File: src/sv/iblo_pkg.sv
// ----------------------------------------------------------------------------
// Interval booking package
// Status codes, result and control structs shared by the booking block.
// ----------------------------------------------------------------------------
`timescale 1ns / 1ps
`default_nettype none

package iblo_pkg;

	localparam int LIMIT_BITS    = 3;
	localparam int COVER_BITS    = 3;
	localparam int IN_DATA_BITS  = 64;
	localparam int OUT_DATA_BITS = 8;
	localparam int FIELD_BITS    = 32;
	localparam logic [LIMIT_BITS-1:0] LIMIT_RESET = 3'd2;

	typedef enum logic [1:0] {
		ST_STORED = 2'd0,
		ST_OVER   = 2'd1,
		ST_FULL   = 2'd2,
		ST_EMPTY  = 2'd3
	} status_t;

	typedef struct packed {
		logic pick;
		logic clr;
		logic acc;
	} cmp_ctl_t;

	typedef struct packed {
		logic    valid;
		logic    accepted;
		status_t status;
	} result_t;

endpackage

`default_nettype wire

File: src/sv/interval_booking_overlap_limit.sv
// ----------------------------------------------------------------------------
// Interval booking with overlap limit
// Accepts half-open interval requests and stores those that keep coverage
// within the configured limit.
// ----------------------------------------------------------------------------
// One request is handled at a time; s_tready is low from the transfer of a
// request until its result is loaded into the output register, which can
// hold it while the next request is taken. The test points of a request are
// its start and every stored start lying strictly inside it. Each test point
// is checked by a full pass over the table through its single read port and
// one shared range comparator, and every stored start is fetched at most once
// to find the test points. An overlap rejection ends as soon as the failing
// test point is found. There is no clearing pass after reset; the booking
// count starts at zero and entries are read only below it.
`timescale 1ns / 1ps
`default_nettype none

module interval_booking_overlap_limit #(
	parameter int MAX_BOOKINGS = 64,
	parameter int TIME_BITS    = 32
) (
	input  wire logic                                   clk,
	input  wire logic                                   arst_n,
	input  wire logic                                   s_tvalid,
	output logic                                        s_tready,
	// start_time [31:0], end_time [63:32]
	input  wire logic [iblo_pkg::IN_DATA_BITS-1:0]      s_tdata,
	output logic                                        m_tvalid,
	input  wire logic                                   m_tready,
	// accepted [0], status [2:1], zero [7:3]
	output logic      [iblo_pkg::OUT_DATA_BITS-1:0]     m_tdata,
	input  wire logic                                   cfg_valid,
	output logic                                        cfg_ready,
	input  wire logic [iblo_pkg::LIMIT_BITS-1:0]        cfg_data
);

	import iblo_pkg::*;

	localparam int AW = $clog2(MAX_BOOKINGS);

	logic [LIMIT_BITS-1:0]  limit_q;
	logic                   out_valid_q;
	logic                   out_acc_q;
	status_t                out_st_q;
	logic                   out_free;
	result_t                res;
	cmp_ctl_t               cmp_ctl;
	logic                   rd_en;
	logic [AW-1:0]          rd_addr;
	logic [2*TIME_BITS-1:0] rd_data;
	logic                   wr_en;
	logic [AW-1:0]          wr_addr;
	logic [2*TIME_BITS-1:0] wr_data;
	logic [TIME_BITS-1:0]   start_q;
	logic [TIME_BITS-1:0]   end_q;
	logic [TIME_BITS-1:0]   point_q;
	logic                   hit;
	logic [COVER_BITS-1:0]  cover_q;

	assign cfg_ready = 1'b1;
	assign out_free  = !out_valid_q || m_tready;
	assign m_tvalid  = out_valid_q;
	assign m_tdata   = {{(OUT_DATA_BITS - 3){1'b0}}, out_st_q, out_acc_q};

	always_ff @(posedge clk or negedge arst_n) begin
		if (!arst_n) begin
			limit_q <= LIMIT_RESET;
		end else if (cfg_valid && cfg_ready) begin
			limit_q <= cfg_data;
		end
	end

	always_ff @(posedge clk or negedge arst_n) begin
		if (!arst_n) begin
			out_valid_q <= 1'b0;
		end else if (res.valid) begin
			out_valid_q <= 1'b1;
		end else if (m_tready) begin
			out_valid_q <= 1'b0;
		end
	end

	always_ff @(posedge clk) begin
		if (res.valid) begin
			out_acc_q <= res.accepted;
			out_st_q  <= res.status;
		end
	end

	iblo_ctrl #(
		.MAX_BOOKINGS(MAX_BOOKINGS),
		.TIME_BITS   (TIME_BITS)
	) u_ctrl (
		.clk     (clk),
		.arst_n  (arst_n),
		.in_valid(s_tvalid),
		.in_ready(s_tready),
		.start_in(s_tdata[TIME_BITS-1:0]),
		.end_in  (s_tdata[FIELD_BITS +: TIME_BITS]),
		.limit   (limit_q),
		.out_free(out_free),
		.res     (res),
		.rd_en   (rd_en),
		.rd_addr (rd_addr),
		.rd_data (rd_data),
		.wr_en   (wr_en),
		.wr_addr (wr_addr),
		.wr_data (wr_data),
		.cmp_ctl (cmp_ctl),
		.start_q (start_q),
		.end_q   (end_q),
		.point_q (point_q),
		.hit     (hit),
		.cover_q (cover_q)
	);

	iblo_cmp #(
		.TIME_BITS(TIME_BITS)
	) u_cmp (
		.clk    (clk),
		.arst_n (arst_n),
		.ctl    (cmp_ctl),
		.start_q(start_q),
		.end_q  (end_q),
		.point  (point_q),
		.entry  (rd_data),
		.hit    (hit),
		.cover_q(cover_q)
	);

	iblo_table #(
		.DEPTH(MAX_BOOKINGS),
		.WIDTH(2 * TIME_BITS)
	) u_table (
		.clk    (clk),
		.wr_en  (wr_en),
		.wr_addr(wr_addr),
		.wr_data(wr_data),
		.rd_en  (rd_en),
		.rd_addr(rd_addr),
		.rd_data(rd_data)
	);

endmodule

`default_nettype wire

File: src/sv/iblo_table.sv
// ----------------------------------------------------------------------------
// Booking table
// Single-port-write, single-port-read memory with registered read data.
// ----------------------------------------------------------------------------
`timescale 1ns / 1ps
`default_nettype none

module iblo_table #(
	parameter int DEPTH = 64,
	parameter int WIDTH = 64
) (
	input  wire logic                     clk,
	input  wire logic                     wr_en,
	input  wire logic [$clog2(DEPTH)-1:0] wr_addr,
	input  wire logic [WIDTH-1:0]         wr_data,
	input  wire logic                     rd_en,
	input  wire logic [$clog2(DEPTH)-1:0] rd_addr,
	output logic      [WIDTH-1:0]         rd_data
);

	logic [WIDTH-1:0] mem_q [DEPTH];

	always_ff @(posedge clk) begin
		if (wr_en) begin
			mem_q[wr_addr] <= wr_data;
		end
	end

	always_ff @(posedge clk) begin
		if (rd_en) begin
			rd_data <= mem_q[rd_addr];
		end
	end

endmodule

`default_nettype wire

File: src/sv/iblo_cmp.sv
// ----------------------------------------------------------------------------
// Shared range compare unit
// One range test reused for coverage counting and for picking test points,
// with the saturating coverage counter.
// ----------------------------------------------------------------------------
`timescale 1ns / 1ps
`default_nettype none

module iblo_cmp #(
	parameter int TIME_BITS = 32
) (
	input  wire logic                              clk,
	input  wire logic                              arst_n,
	input  wire iblo_pkg::cmp_ctl_t                ctl,
	input  wire logic [TIME_BITS-1:0]              start_q,
	input  wire logic [TIME_BITS-1:0]              end_q,
	input  wire logic [TIME_BITS-1:0]              point,
	input  wire logic [2*TIME_BITS-1:0]            entry,
	output logic                                   hit,
	output logic      [iblo_pkg::COVER_BITS-1:0]   cover_q
);

	import iblo_pkg::*;

	logic [TIME_BITS-1:0] ent_start;
	logic [TIME_BITS-1:0] ent_end;
	logic [TIME_BITS-1:0] lo;
	logic [TIME_BITS-1:0] x;
	logic [TIME_BITS-1:0] hi;
	logic                 lo_ok;

	assign ent_start = entry[2*TIME_BITS-1:TIME_BITS];
	assign ent_end   = entry[TIME_BITS-1:0];

	// Pick mode asks whether a stored start lies strictly inside the request;
	// count mode asks whether a stored booking covers the current point.
	always_comb begin
		lo    = ctl.pick ? start_q : ent_start;
		x     = ctl.pick ? ent_start : point;
		hi    = ctl.pick ? end_q : ent_end;
		lo_ok = ctl.pick ? (lo < x) : (lo <= x);
		hit   = lo_ok && (x < hi);
	end

	always_ff @(posedge clk or negedge arst_n) begin
		if (!arst_n) begin
			cover_q <= '0;
		end else if (ctl.clr) begin
			cover_q <= '0;
		end else if (ctl.acc && hit && (cover_q != '1)) begin
			cover_q <= cover_q + 1'b1;
		end
	end

endmodule

`default_nettype wire

File: src/sv/iblo_ctrl.sv
// ----------------------------------------------------------------------------
// Booking sequencer
// Walks the test points of a request and scans the table for each one.
// ----------------------------------------------------------------------------
`timescale 1ns / 1ps
`default_nettype none

module iblo_ctrl #(
	parameter int MAX_BOOKINGS = 64,
	parameter int TIME_BITS    = 32
) (
	input  wire logic                                  clk,
	input  wire logic                                  arst_n,
	input  wire logic                                  in_valid,
	output logic                                       in_ready,
	input  wire logic [TIME_BITS-1:0]                  start_in,
	input  wire logic [TIME_BITS-1:0]                  end_in,
	input  wire logic [iblo_pkg::LIMIT_BITS-1:0]       limit,
	input  wire logic                                  out_free,
	output iblo_pkg::result_t                          res,
	output logic                                       rd_en,
	output logic      [$clog2(MAX_BOOKINGS)-1:0]       rd_addr,
	input  wire logic [2*TIME_BITS-1:0]                rd_data,
	output logic                                       wr_en,
	output logic      [$clog2(MAX_BOOKINGS)-1:0]       wr_addr,
	output logic      [2*TIME_BITS-1:0]                wr_data,
	output iblo_pkg::cmp_ctl_t                         cmp_ctl,
	output logic      [TIME_BITS-1:0]                  start_q,
	output logic      [TIME_BITS-1:0]                  end_q,
	output logic      [TIME_BITS-1:0]                  point_q,
	input  wire logic                                  hit,
	input  wire logic [iblo_pkg::COVER_BITS-1:0]       cover_q
);

	import iblo_pkg::*;

	localparam int AW = $clog2(MAX_BOOKINGS);
	localparam int CW = $clog2(MAX_BOOKINGS + 1);

	typedef enum logic [7:0] {
		S_IDLE   = 8'b0000_0001,
		S_SCAN   = 8'b0000_0010,
		S_DRAIN  = 8'b0000_0100,
		S_EVAL   = 8'b0000_1000,
		S_FETCH  = 8'b0001_0000,
		S_PICK   = 8'b0010_0000,
		S_DECIDE = 8'b0100_0000,
		S_DONE   = 8'b1000_0000
	} state_t;

	state_t          state_q;
	logic [CW-1:0]   count_q;
	logic [CW-1:0]   cand_q;
	logic [AW-1:0]   idx_q;
	logic [CW-1:0]   count_m1;
	logic            scan_vld_s1;
	logic            res_acc_q;
	status_t         res_st_q;
	logic            full;
	logic            last_idx;

	assign count_m1 = count_q - 1'b1;
	assign last_idx = (idx_q == count_m1[AW-1:0]);
	assign full     = (count_q == CW'(MAX_BOOKINGS));

	assign in_ready = (state_q == S_IDLE);

	always_comb begin
		rd_en   = state_q inside {S_SCAN, S_FETCH};
		rd_addr = (state_q == S_SCAN) ? idx_q : cand_q[AW-1:0];
		wr_en   = (state_q == S_DECIDE) && !full;
		wr_addr = count_q[AW-1:0];
		wr_data = {start_q, end_q};

		cmp_ctl.pick = (state_q == S_PICK);
		cmp_ctl.clr  = ((state_q == S_IDLE) && in_valid) || ((state_q == S_PICK) && hit);
		cmp_ctl.acc  = scan_vld_s1;

		res.valid    = (state_q == S_DONE) && out_free;
		res.accepted = res_acc_q;
		res.status   = res_st_q;
	end

	// Read data is registered, so the scan result of an entry is counted in the
	// cycle after it was addressed.
	always_ff @(posedge clk or negedge arst_n) begin
		if (!arst_n) begin
			scan_vld_s1 <= 1'b0;
		end else begin
			scan_vld_s1 <= (state_q == S_SCAN);
		end
	end

	always_ff @(posedge clk or negedge arst_n) begin
		if (!arst_n) begin
			state_q   <= S_IDLE;
			count_q   <= '0;
			cand_q    <= '0;
			idx_q     <= '0;
			res_acc_q <= 1'b0;
			res_st_q  <= ST_STORED;
		end else begin
			case (state_q)
				S_IDLE: begin
					if (in_valid) begin
						cand_q <= '0;
						idx_q  <= '0;
						if (start_in > end_in) begin
							res_acc_q <= 1'b0;
							res_st_q  <= ST_EMPTY;
							state_q   <= S_DONE;
						end else if (start_in == end_in) begin
							res_acc_q <= 1'b1;
							res_st_q  <= ST_EMPTY;
							state_q   <= S_DONE;
						end else if (count_q == '0) begin
							state_q <= S_EVAL;
						end else begin
							state_q <= S_SCAN;
						end
					end
				end
				S_SCAN: begin
					idx_q <= idx_q + 1'b1;
					if (last_idx) begin
						state_q <= S_DRAIN;
					end
				end
				S_DRAIN: begin
					state_q <= S_EVAL;
				end
				S_EVAL: begin
					if (cover_q >= limit) begin
						res_acc_q <= 1'b0;
						res_st_q  <= ST_OVER;
						state_q   <= S_DONE;
					end else if (cand_q == count_q) begin
						state_q <= S_DECIDE;
					end else begin
						state_q <= S_FETCH;
					end
				end
				S_FETCH: begin
					cand_q  <= cand_q + 1'b1;
					state_q <= S_PICK;
				end
				S_PICK: begin
					if (hit) begin
						idx_q   <= '0;
						state_q <= S_SCAN;
					end else if (cand_q == count_q) begin
						state_q <= S_DECIDE;
					end else begin
						state_q <= S_FETCH;
					end
				end
				S_DECIDE: begin
					if (full) begin
						res_acc_q <= 1'b0;
						res_st_q  <= ST_FULL;
					end else begin
						count_q   <= count_q + 1'b1;
						res_acc_q <= 1'b1;
						res_st_q  <= ST_STORED;
					end
					state_q <= S_DONE;
				end
				S_DONE: begin
					if (out_free) begin
						state_q <= S_IDLE;
					end
				end
				default: begin
					state_q <= S_IDLE;
				end
			endcase
		end
	end

	// Request bounds and the point under test.
	always_ff @(posedge clk) begin
		if ((state_q == S_IDLE) && in_valid) begin
			start_q <= start_in;
			end_q   <= end_in;
			point_q <= start_in;
		end else if ((state_q == S_PICK) && hit) begin
			point_q <= rd_data[2*TIME_BITS-1:TIME_BITS];
		end
	end

endmodule

`default_nettype wire

File: config.mk
export PLATFORM = sky130hd
export DESIGN_NAME = interval_booking_overlap_limit
export DESIGN_NICKNAME = d
export VERILOG_FILES = /design/src/sv/iblo_pkg.sv /design/src/sv/interval_booking_overlap_limit.sv /design/src/sv/iblo_table.sv /design/src/sv/iblo_cmp.sv /design/src/sv/iblo_ctrl.sv
export SDC_FILE = /design/constraint.sdc
export NUM_CORES = 2
export LEC_CHECK = 0
export ABC_AREA = 1
export BUFFER_PORTS_ARGS = -buffer_cell sky130_fd_sc_hd__buf_2
export CAP_MARGIN = 10
export CORE_MARGIN = 3
export CORE_UTILIZATION = 42
export DETAILED_ROUTE_END_ITERATION = 6
export SLEW_MARGIN = 15
export SYNTH_ARGS = -nofsm -noshare
export SYNTH_HDL_FRONTEND = slang
export SYNTH_SLANG_ARGS = --single-unit
export TNS_END_PERCENT = 100
File: constraint.sdc
create_clock -name clk -period 20.3 [get_ports clk]
set_input_delay 1.015 -clock clk [delete_from_list [all_inputs] [get_ports clk]]
set_output_delay 1.015 -clock clk [all_outputs]
set_load 0.01 [all_outputs]
### Yosys cells after proc, flatten, opt, wreduce, memory -nomap -nowiden

Memory sizes are Yosys's and may differ from the RTL's. A register that Yosys moved wholly into a read port is not among the register bits.
Cells that the tools add are included.

* bits in registers: 138
* output and inout bits: 11
* memories kept: 1
* memory bits (writable): 4096

Memory list
* u_table.mem_q: depth 64, width 64, rd ports 1, clocked after memory_dff 1, write ports 1, RTL line iblo_table.sv:21 `logic [WIDTH-1:0] mem_q [DEPTH];`

* mux-type cells: 40
* magnitude comparators: 5
* reductions and logical operators: 24
* bitwise logic cells: 1
* $add $sub $neg: 5
* equality and inequality tests: 19

Operator list (number)
* 32-bit 2-to-1 mux: 5
* 32-bit less-than comparator: 2
* 8-bit case mux with 8 select lines: 1
* 8-bit 2-to-1 mux: 6
* 32-bit equality test: 1
* 32-bit > comparator: 1
* 32-bit less-or-equal comparator: 1
* 7-bit 2-to-1 mux: 3
* 6-bit 2-to-1 mux: 3
* 6-bit case mux with 3 select lines: 1
* 7-bit by 1-bit adder with 7-bit output, second input constant: 2
* 7-bit case mux with 2 select lines: 1
* 1-bit 2-to-1 mux: 10
* 2-bit 2-to-1 mux: 5
* 2-bit nonzero test: 5
* 8-bit by 1-bit equality test with 1-bit output, second input constant: 1
* 8-bit by 2-bit equality test with 1-bit output, second input constant: 1
* 8-bit by 3-bit equality test with 1-bit output, second input constant: 1
* 8-bit by 4-bit equality test with 1-bit output, second input constant: 1
* 8-bit by 5-bit equality test with 1-bit output, second input constant: 1
* 8-bit by 6-bit equality test with 1-bit output, second input constant: 1
* 8-bit by 7-bit equality test with 1-bit output, second input constant: 1
* 8-bit equality test, second input constant: 1
* 7-bit equality test: 1
* 23 further kinds: 38

### Longest topological paths before layout

* depth in word-level cells: 9
* depth in mapped cells: 25
* depth with buffers taken out: 23

### By module

From an unflattened synthesis, not the netlist that was laid out.

* cells, all modules: 14596
* area total of the unflattened synthesis: 175862.4 µm²

Modules (own cells, without submodules)
* iblo_table: area an instance 165946.7 µm², cells an instance 13405, instances 1
* iblo_ctrl: area an instance 6780.3 µm², cells an instance 684, instances 1
* iblo_cmp: area an instance 2831.5 µm², cells an instance 477, instances 1
* interval_booking_overlap_limit: area an instance 304.0 µm², cells an instance 30, instances 1

### Least setup slack after synthesis

Ideal clock, no wire load.

* path type: flip-flop to flip-flop
* from: register u_ctrl.state_q[3]
* to: memory u_table.mem_q[23][0] (enable)
* data required time: 19.656 ns
* data arrival time: 7.941 ns
* cell stages (with the launch flop): 12
* path slack: 11.716 ns
* cell sequence: dfrtp_1 inv_2 nand2_1 nor2_1 inv_1 nor4_2 inv_1 nor2_1 inv_1 nor2_2 nand2_1 nor4_1

* word-level cells in the longest chain between the ends: 4

Ends and longest elaborated chain
* from (decl): RTL line iblo_ctrl.sv:51 `state_t state_q;`
* from (signal assigned): RTL line iblo_ctrl.sv:96 `state_q <= S_IDLE;`
* from (signal assigned): RTL line iblo_ctrl.sv:111 `state_q <= S_DONE;`
* from (signal assigned): RTL line iblo_ctrl.sv:115 `state_q <= S_DONE;`
* 8-bit by 7-bit equality test with 1-bit output: RTL line iblo_ctrl.sv:71 `wr_en = (state_q == S_DECIDE) && !full;`
* 1-bit logical AND: RTL line iblo_ctrl.sv:71
* 1-bit 2-to-1 mux: RTL line iblo_table.sv:24 `if (wr_en) begin`
* 1-bit 2-to-1 mux (not written as such): RTL line iblo_table.sv:25 `mem_q[wr_addr] <= wr_data;`
* to (decl): RTL line iblo_table.sv:21

Every way passes these cells.

### Final worst setup path

* from: register u_ctrl.state_q[2]
* to: register u_table.rd_data[63], read port of u_table.mem_q (data pin)

* word-level cells in the longest chain between the ends: 2

Ends and longest elaborated chain
* 8-bit by 2-bit equality test with 1-bit output / 8-bit by 5-bit equality test with 1-bit output (equally long branches): RTL line iblo_ctrl.sv:69, iblo_ctrl.sv:70
* 6-bit 2-to-1 mux / 2-bit nonzero test (equally long branches): RTL line iblo_ctrl.sv:70, iblo_ctrl.sv:69
* to (decl): RTL line iblo_table.sv:18 `output logic [WIDTH-1:0] rd_data`

Parallel ways exist; a longest one is shown, timed or not.
A chain may end at the register's enable or synchronous reset.

==> impl_metrics.csv <==
group,metric,value,unit
sta,worstMarginPinSlew,1.30,ns
critical_path,cp-end-kind,"register",
synth,avgSynthCellArea,12.4,um2
clocking,cts_buffers,427,
floorplanning,chipWidth,650,um
worst_hold_path,hp-class,"in -> async",
power_and_ir_drop,switchingPower,0.00527,W
floorplanning,start_util,42.4,%
sta,setup_viol,0,
drt,wirelength,538000,um
clocking,cts.repair.resized,0,
sta,period_needed,7.56,ns
drt,vias_per_cell,5.84,
synth,ys_async_sr_fraction,0.907,%
clocking,holdBufCountCts,0,
critical_path,rr_worst_depth,19,
drt,vias,115000,
floorplanning,die_h,650,um
synth,synth-edff-count,4259,
synth,synth_seq_cells,4298,
place,hpwlAfterDp,264000,um
sta,slew_headroom,13.3,%
grt,grtUsageTotal,24.7,%
sta,setup_tns,0,ns
synth,synth_common_cells,"edfxtp_1 (4259), nand2_1 (2678), nand3_1 (2087)",
clocking,root_buffer,"clkbuf_16",
grt,grt_max_degree,237,
clocking,cts_max_level,5,
synth,synth_area,0.174,mm2
clocking,cts_tree,"done",
clocking,post_cts_buffers,0,
place,gp_congestion,0.833,
clocking,clk_path_buf_depth,4,
drt,wire_per_inst,27.3,um
critical_path,path_max_fanout,182,
synth,yosysWarningCount,0,
drt,drtIter0Drc,15800,
grt,grt-ovfl-total,0,
outcome,violations,"DRC",
synth,synth_top_cell_area_share,73.4,%
grt,antenna_found_initial,29,
critical_path,crit_path_start_kind,"register",
clocking,clk_pin_slew_worst_paths,0.06,ns
critical_path,cp.required,21.15,ns
power_and_ir_drop,seq_power_share,50.6,%
synth,yosys.cell_types.count,51,
power_and_ir_drop,cellPowerDensity,105,mW/mm2
synth,synth_flop_cell,"edfxtp_1",
synth,yosysTopAreaCell,"edfxtp_1",
critical_path,path_class,"reg -> reg",
critical_path,worstPathArrival,8.41,ns
run,maxCapViolCount,0,
outcome,status,"complete, but fails checks",
floorplanning,rows,235,
drt,drcViolationCount,14,
sta,drv_slew,0,
place,postPlaceCellArea,0.181,mm2
finish,post-route-cell-area,0.194,mm2
sta,clock.fmax,0.132,GHz
critical_path,cp_slowest_cell,"buf_4",
finish,synthToLayoutAreaGrowth,11.4,%
place,portBuffers,76,
power_and_ir_drop,swShare,25.8,%
power_and_ir_drop,power.leakage,66.6,nW
clocking,cts.sinks,4298,
synth,synth_cells,14100,
synth,ys_top_cells_by_area,"edfxtp_1 (73%), nand3_1 (6.0%), nand2_1 (5.8%), o21ai_0 (3.7%), o211ai_1 (1.9%)",
synth,synth.most_common_cell,"edfxtp_1",
clocking,clk_latency,1.02,ns
synth,seq_area_frac_synth,74.0,%
critical_path,slowest_delay,0.90,ns
floorplanning,fp.dieArea,0.423,mm2
power_and_ir_drop,total_power,0.0204,W
finish,drive_gt1_share,7.37,%
finish,final_cells,19700,
floorplanning,ios,83,
grt,grt_pass1_vias,106000,
power_and_ir_drop,combPwrFrac,11.9,%
power_and_ir_drop,ir_drop,0.0913,mV
drt,dr.pass1.iters,7,
sta,period_share,37.2,%
place,place_inst,19000,
floorplanning,core,0.411,mm2
critical_path,path_common_cell,"nand2_1",
sta,finalClockSkew,0.0746,ns
sta,rsz0062_at_grt,"false",
power_and_ir_drop,p_clk_share,37.5,%
power_and_ir_drop,internal_power,0.0151,W
grt,grt_first_pass_wirelength,765000,um
drt,ant_nets,0,
sta,whs,0.207,ns
critical_path,crit_chain,"inv_1 > nand2_1 > nor3_2 > nand3_1 > nand2_1 > nand2_8 > inv_8 > buf_4 > buf_4 > buf_12 > buf_4 > o21ai_0 > o22ai_1 > nand2_1 > nand2_1 > nand2_1 > nand3_1 > nand3_1 > nand2_1",
finish,nets,14100,
sta,hold_viol_final,0,
## state kept, by name (all words and copies together) (netlist names)
signal	cells
u_ctrl.point_q	32
u_ctrl.res_st_q	2
u_ctrl.end_q	32
u_ctrl.scan_vld_s1	1
u_table.mem_q	4096
u_ctrl.idx_q	6
u_cmp.cover_q	3
u_ctrl.state_q	8
u_ctrl.res_acc_q	1
u_ctrl.count_q	7
u_ctrl.cand_q	7
u_table.rd_data	64
out_st_q	2
out_acc_q	1
limit_q	3
u_ctrl.start_q	32
m_tvalid	1
## final timing paths
kind                                    from                  end  slack (ns)
max                        u_ctrl.state_q[2]  u_table.rd_data[63]       12.74
min                                   arst_n           limit_q[2]        0.21
max reg2reg                u_ctrl.state_q[2]  u_table.rd_data[63]       12.74
min reg2reg                 u_ctrl.res_acc_q            out_acc_q        0.52
max in group asynchronous             arst_n    u_ctrl.count_q[6]       19.47
min in group clk                 s_tdata[62]     u_ctrl.end_q[30]        0.25
## cell type report
type	instances	area, um2
clock inverters	244	2090
repair buffers	380	3100
well taps	5451	6820
inverters	676	2580
fillers	36100	217000
multi-input cells	8155	39400
diodes	14	35.0
clock buffers	528	11200
flip-flops and latches	4298	129000
## worst max-delay path, delay by kind of cell (launching register included)
family | cells | cell delay (ns)
DFF | 1 | 0.38
and+or+nand+nor | 11 | 2.37
buffers and inverters | 6 | 3.76
AOI/OAI and AO/OA | 2 | 0.33
## kinds of logic after synthesis
logic type                 Yosys count  share of synthesized area [%]
other                                2                        0.00431
adders and majority gates          105                          0.754
buffers and inverters             1602                           3.78
and+or+nand+nor                   5633                           13.7
muxes                               32                          0.185
DFF                               4298                           74.0
xor gates and xnor gates            14                         0.0704
AOI/OAI and AO/OA                 2365                           7.53
## cell usage in the layout (no fill, tap or decap), drive strengths merged, types with 37 or more instances in the layout
cell type  count
inv          689
nor2         813
clkbuf       528
clkinv       195
nand3       2087
ha           105
o21ai       1328
a21oi        500
o211ai       448
dfrtp         37
o22ai         64
buf          380
nand2       2679
edfxtp      4259
## through the flow
| step | utilization [%] | setup WS (ns) |
|---|---|---|
| 2_1_floorplan | - | 11.72 |
| 3_3_place_gp | 43.9 | 13.11 |
| 3_5_place_dp | 43.9 | 13.04 |
| 4_1_cts | 47.2 | 13.05 |
| 5_1_grt | 47.2 | 12.44 |
| 6_report | 47.2 | 12.74 |
## metal layers
layer  wire length [um]  vias up  track usage [%]
li1                   -    50400                -
met3              60100      939             4.86
met1             221000    57600             35.2
met2             241000     6260             38.2
met4              16900       12             7.50
met5                 73        -                0
## power by group through the flow
stage,Combinational (W),Clock [W],Sequential [W]
floorplan,0.00136,0,0.0108
global placement,0.00237,0,0.0105
detailed placement,0.00240,0,0.0105
CTS,0.00240,0.00774,0.0103
global route,0.00270,0.00809,0.0103
finish,0.00242,0.00766,0.0103
(Power assumes the default switching activity.)
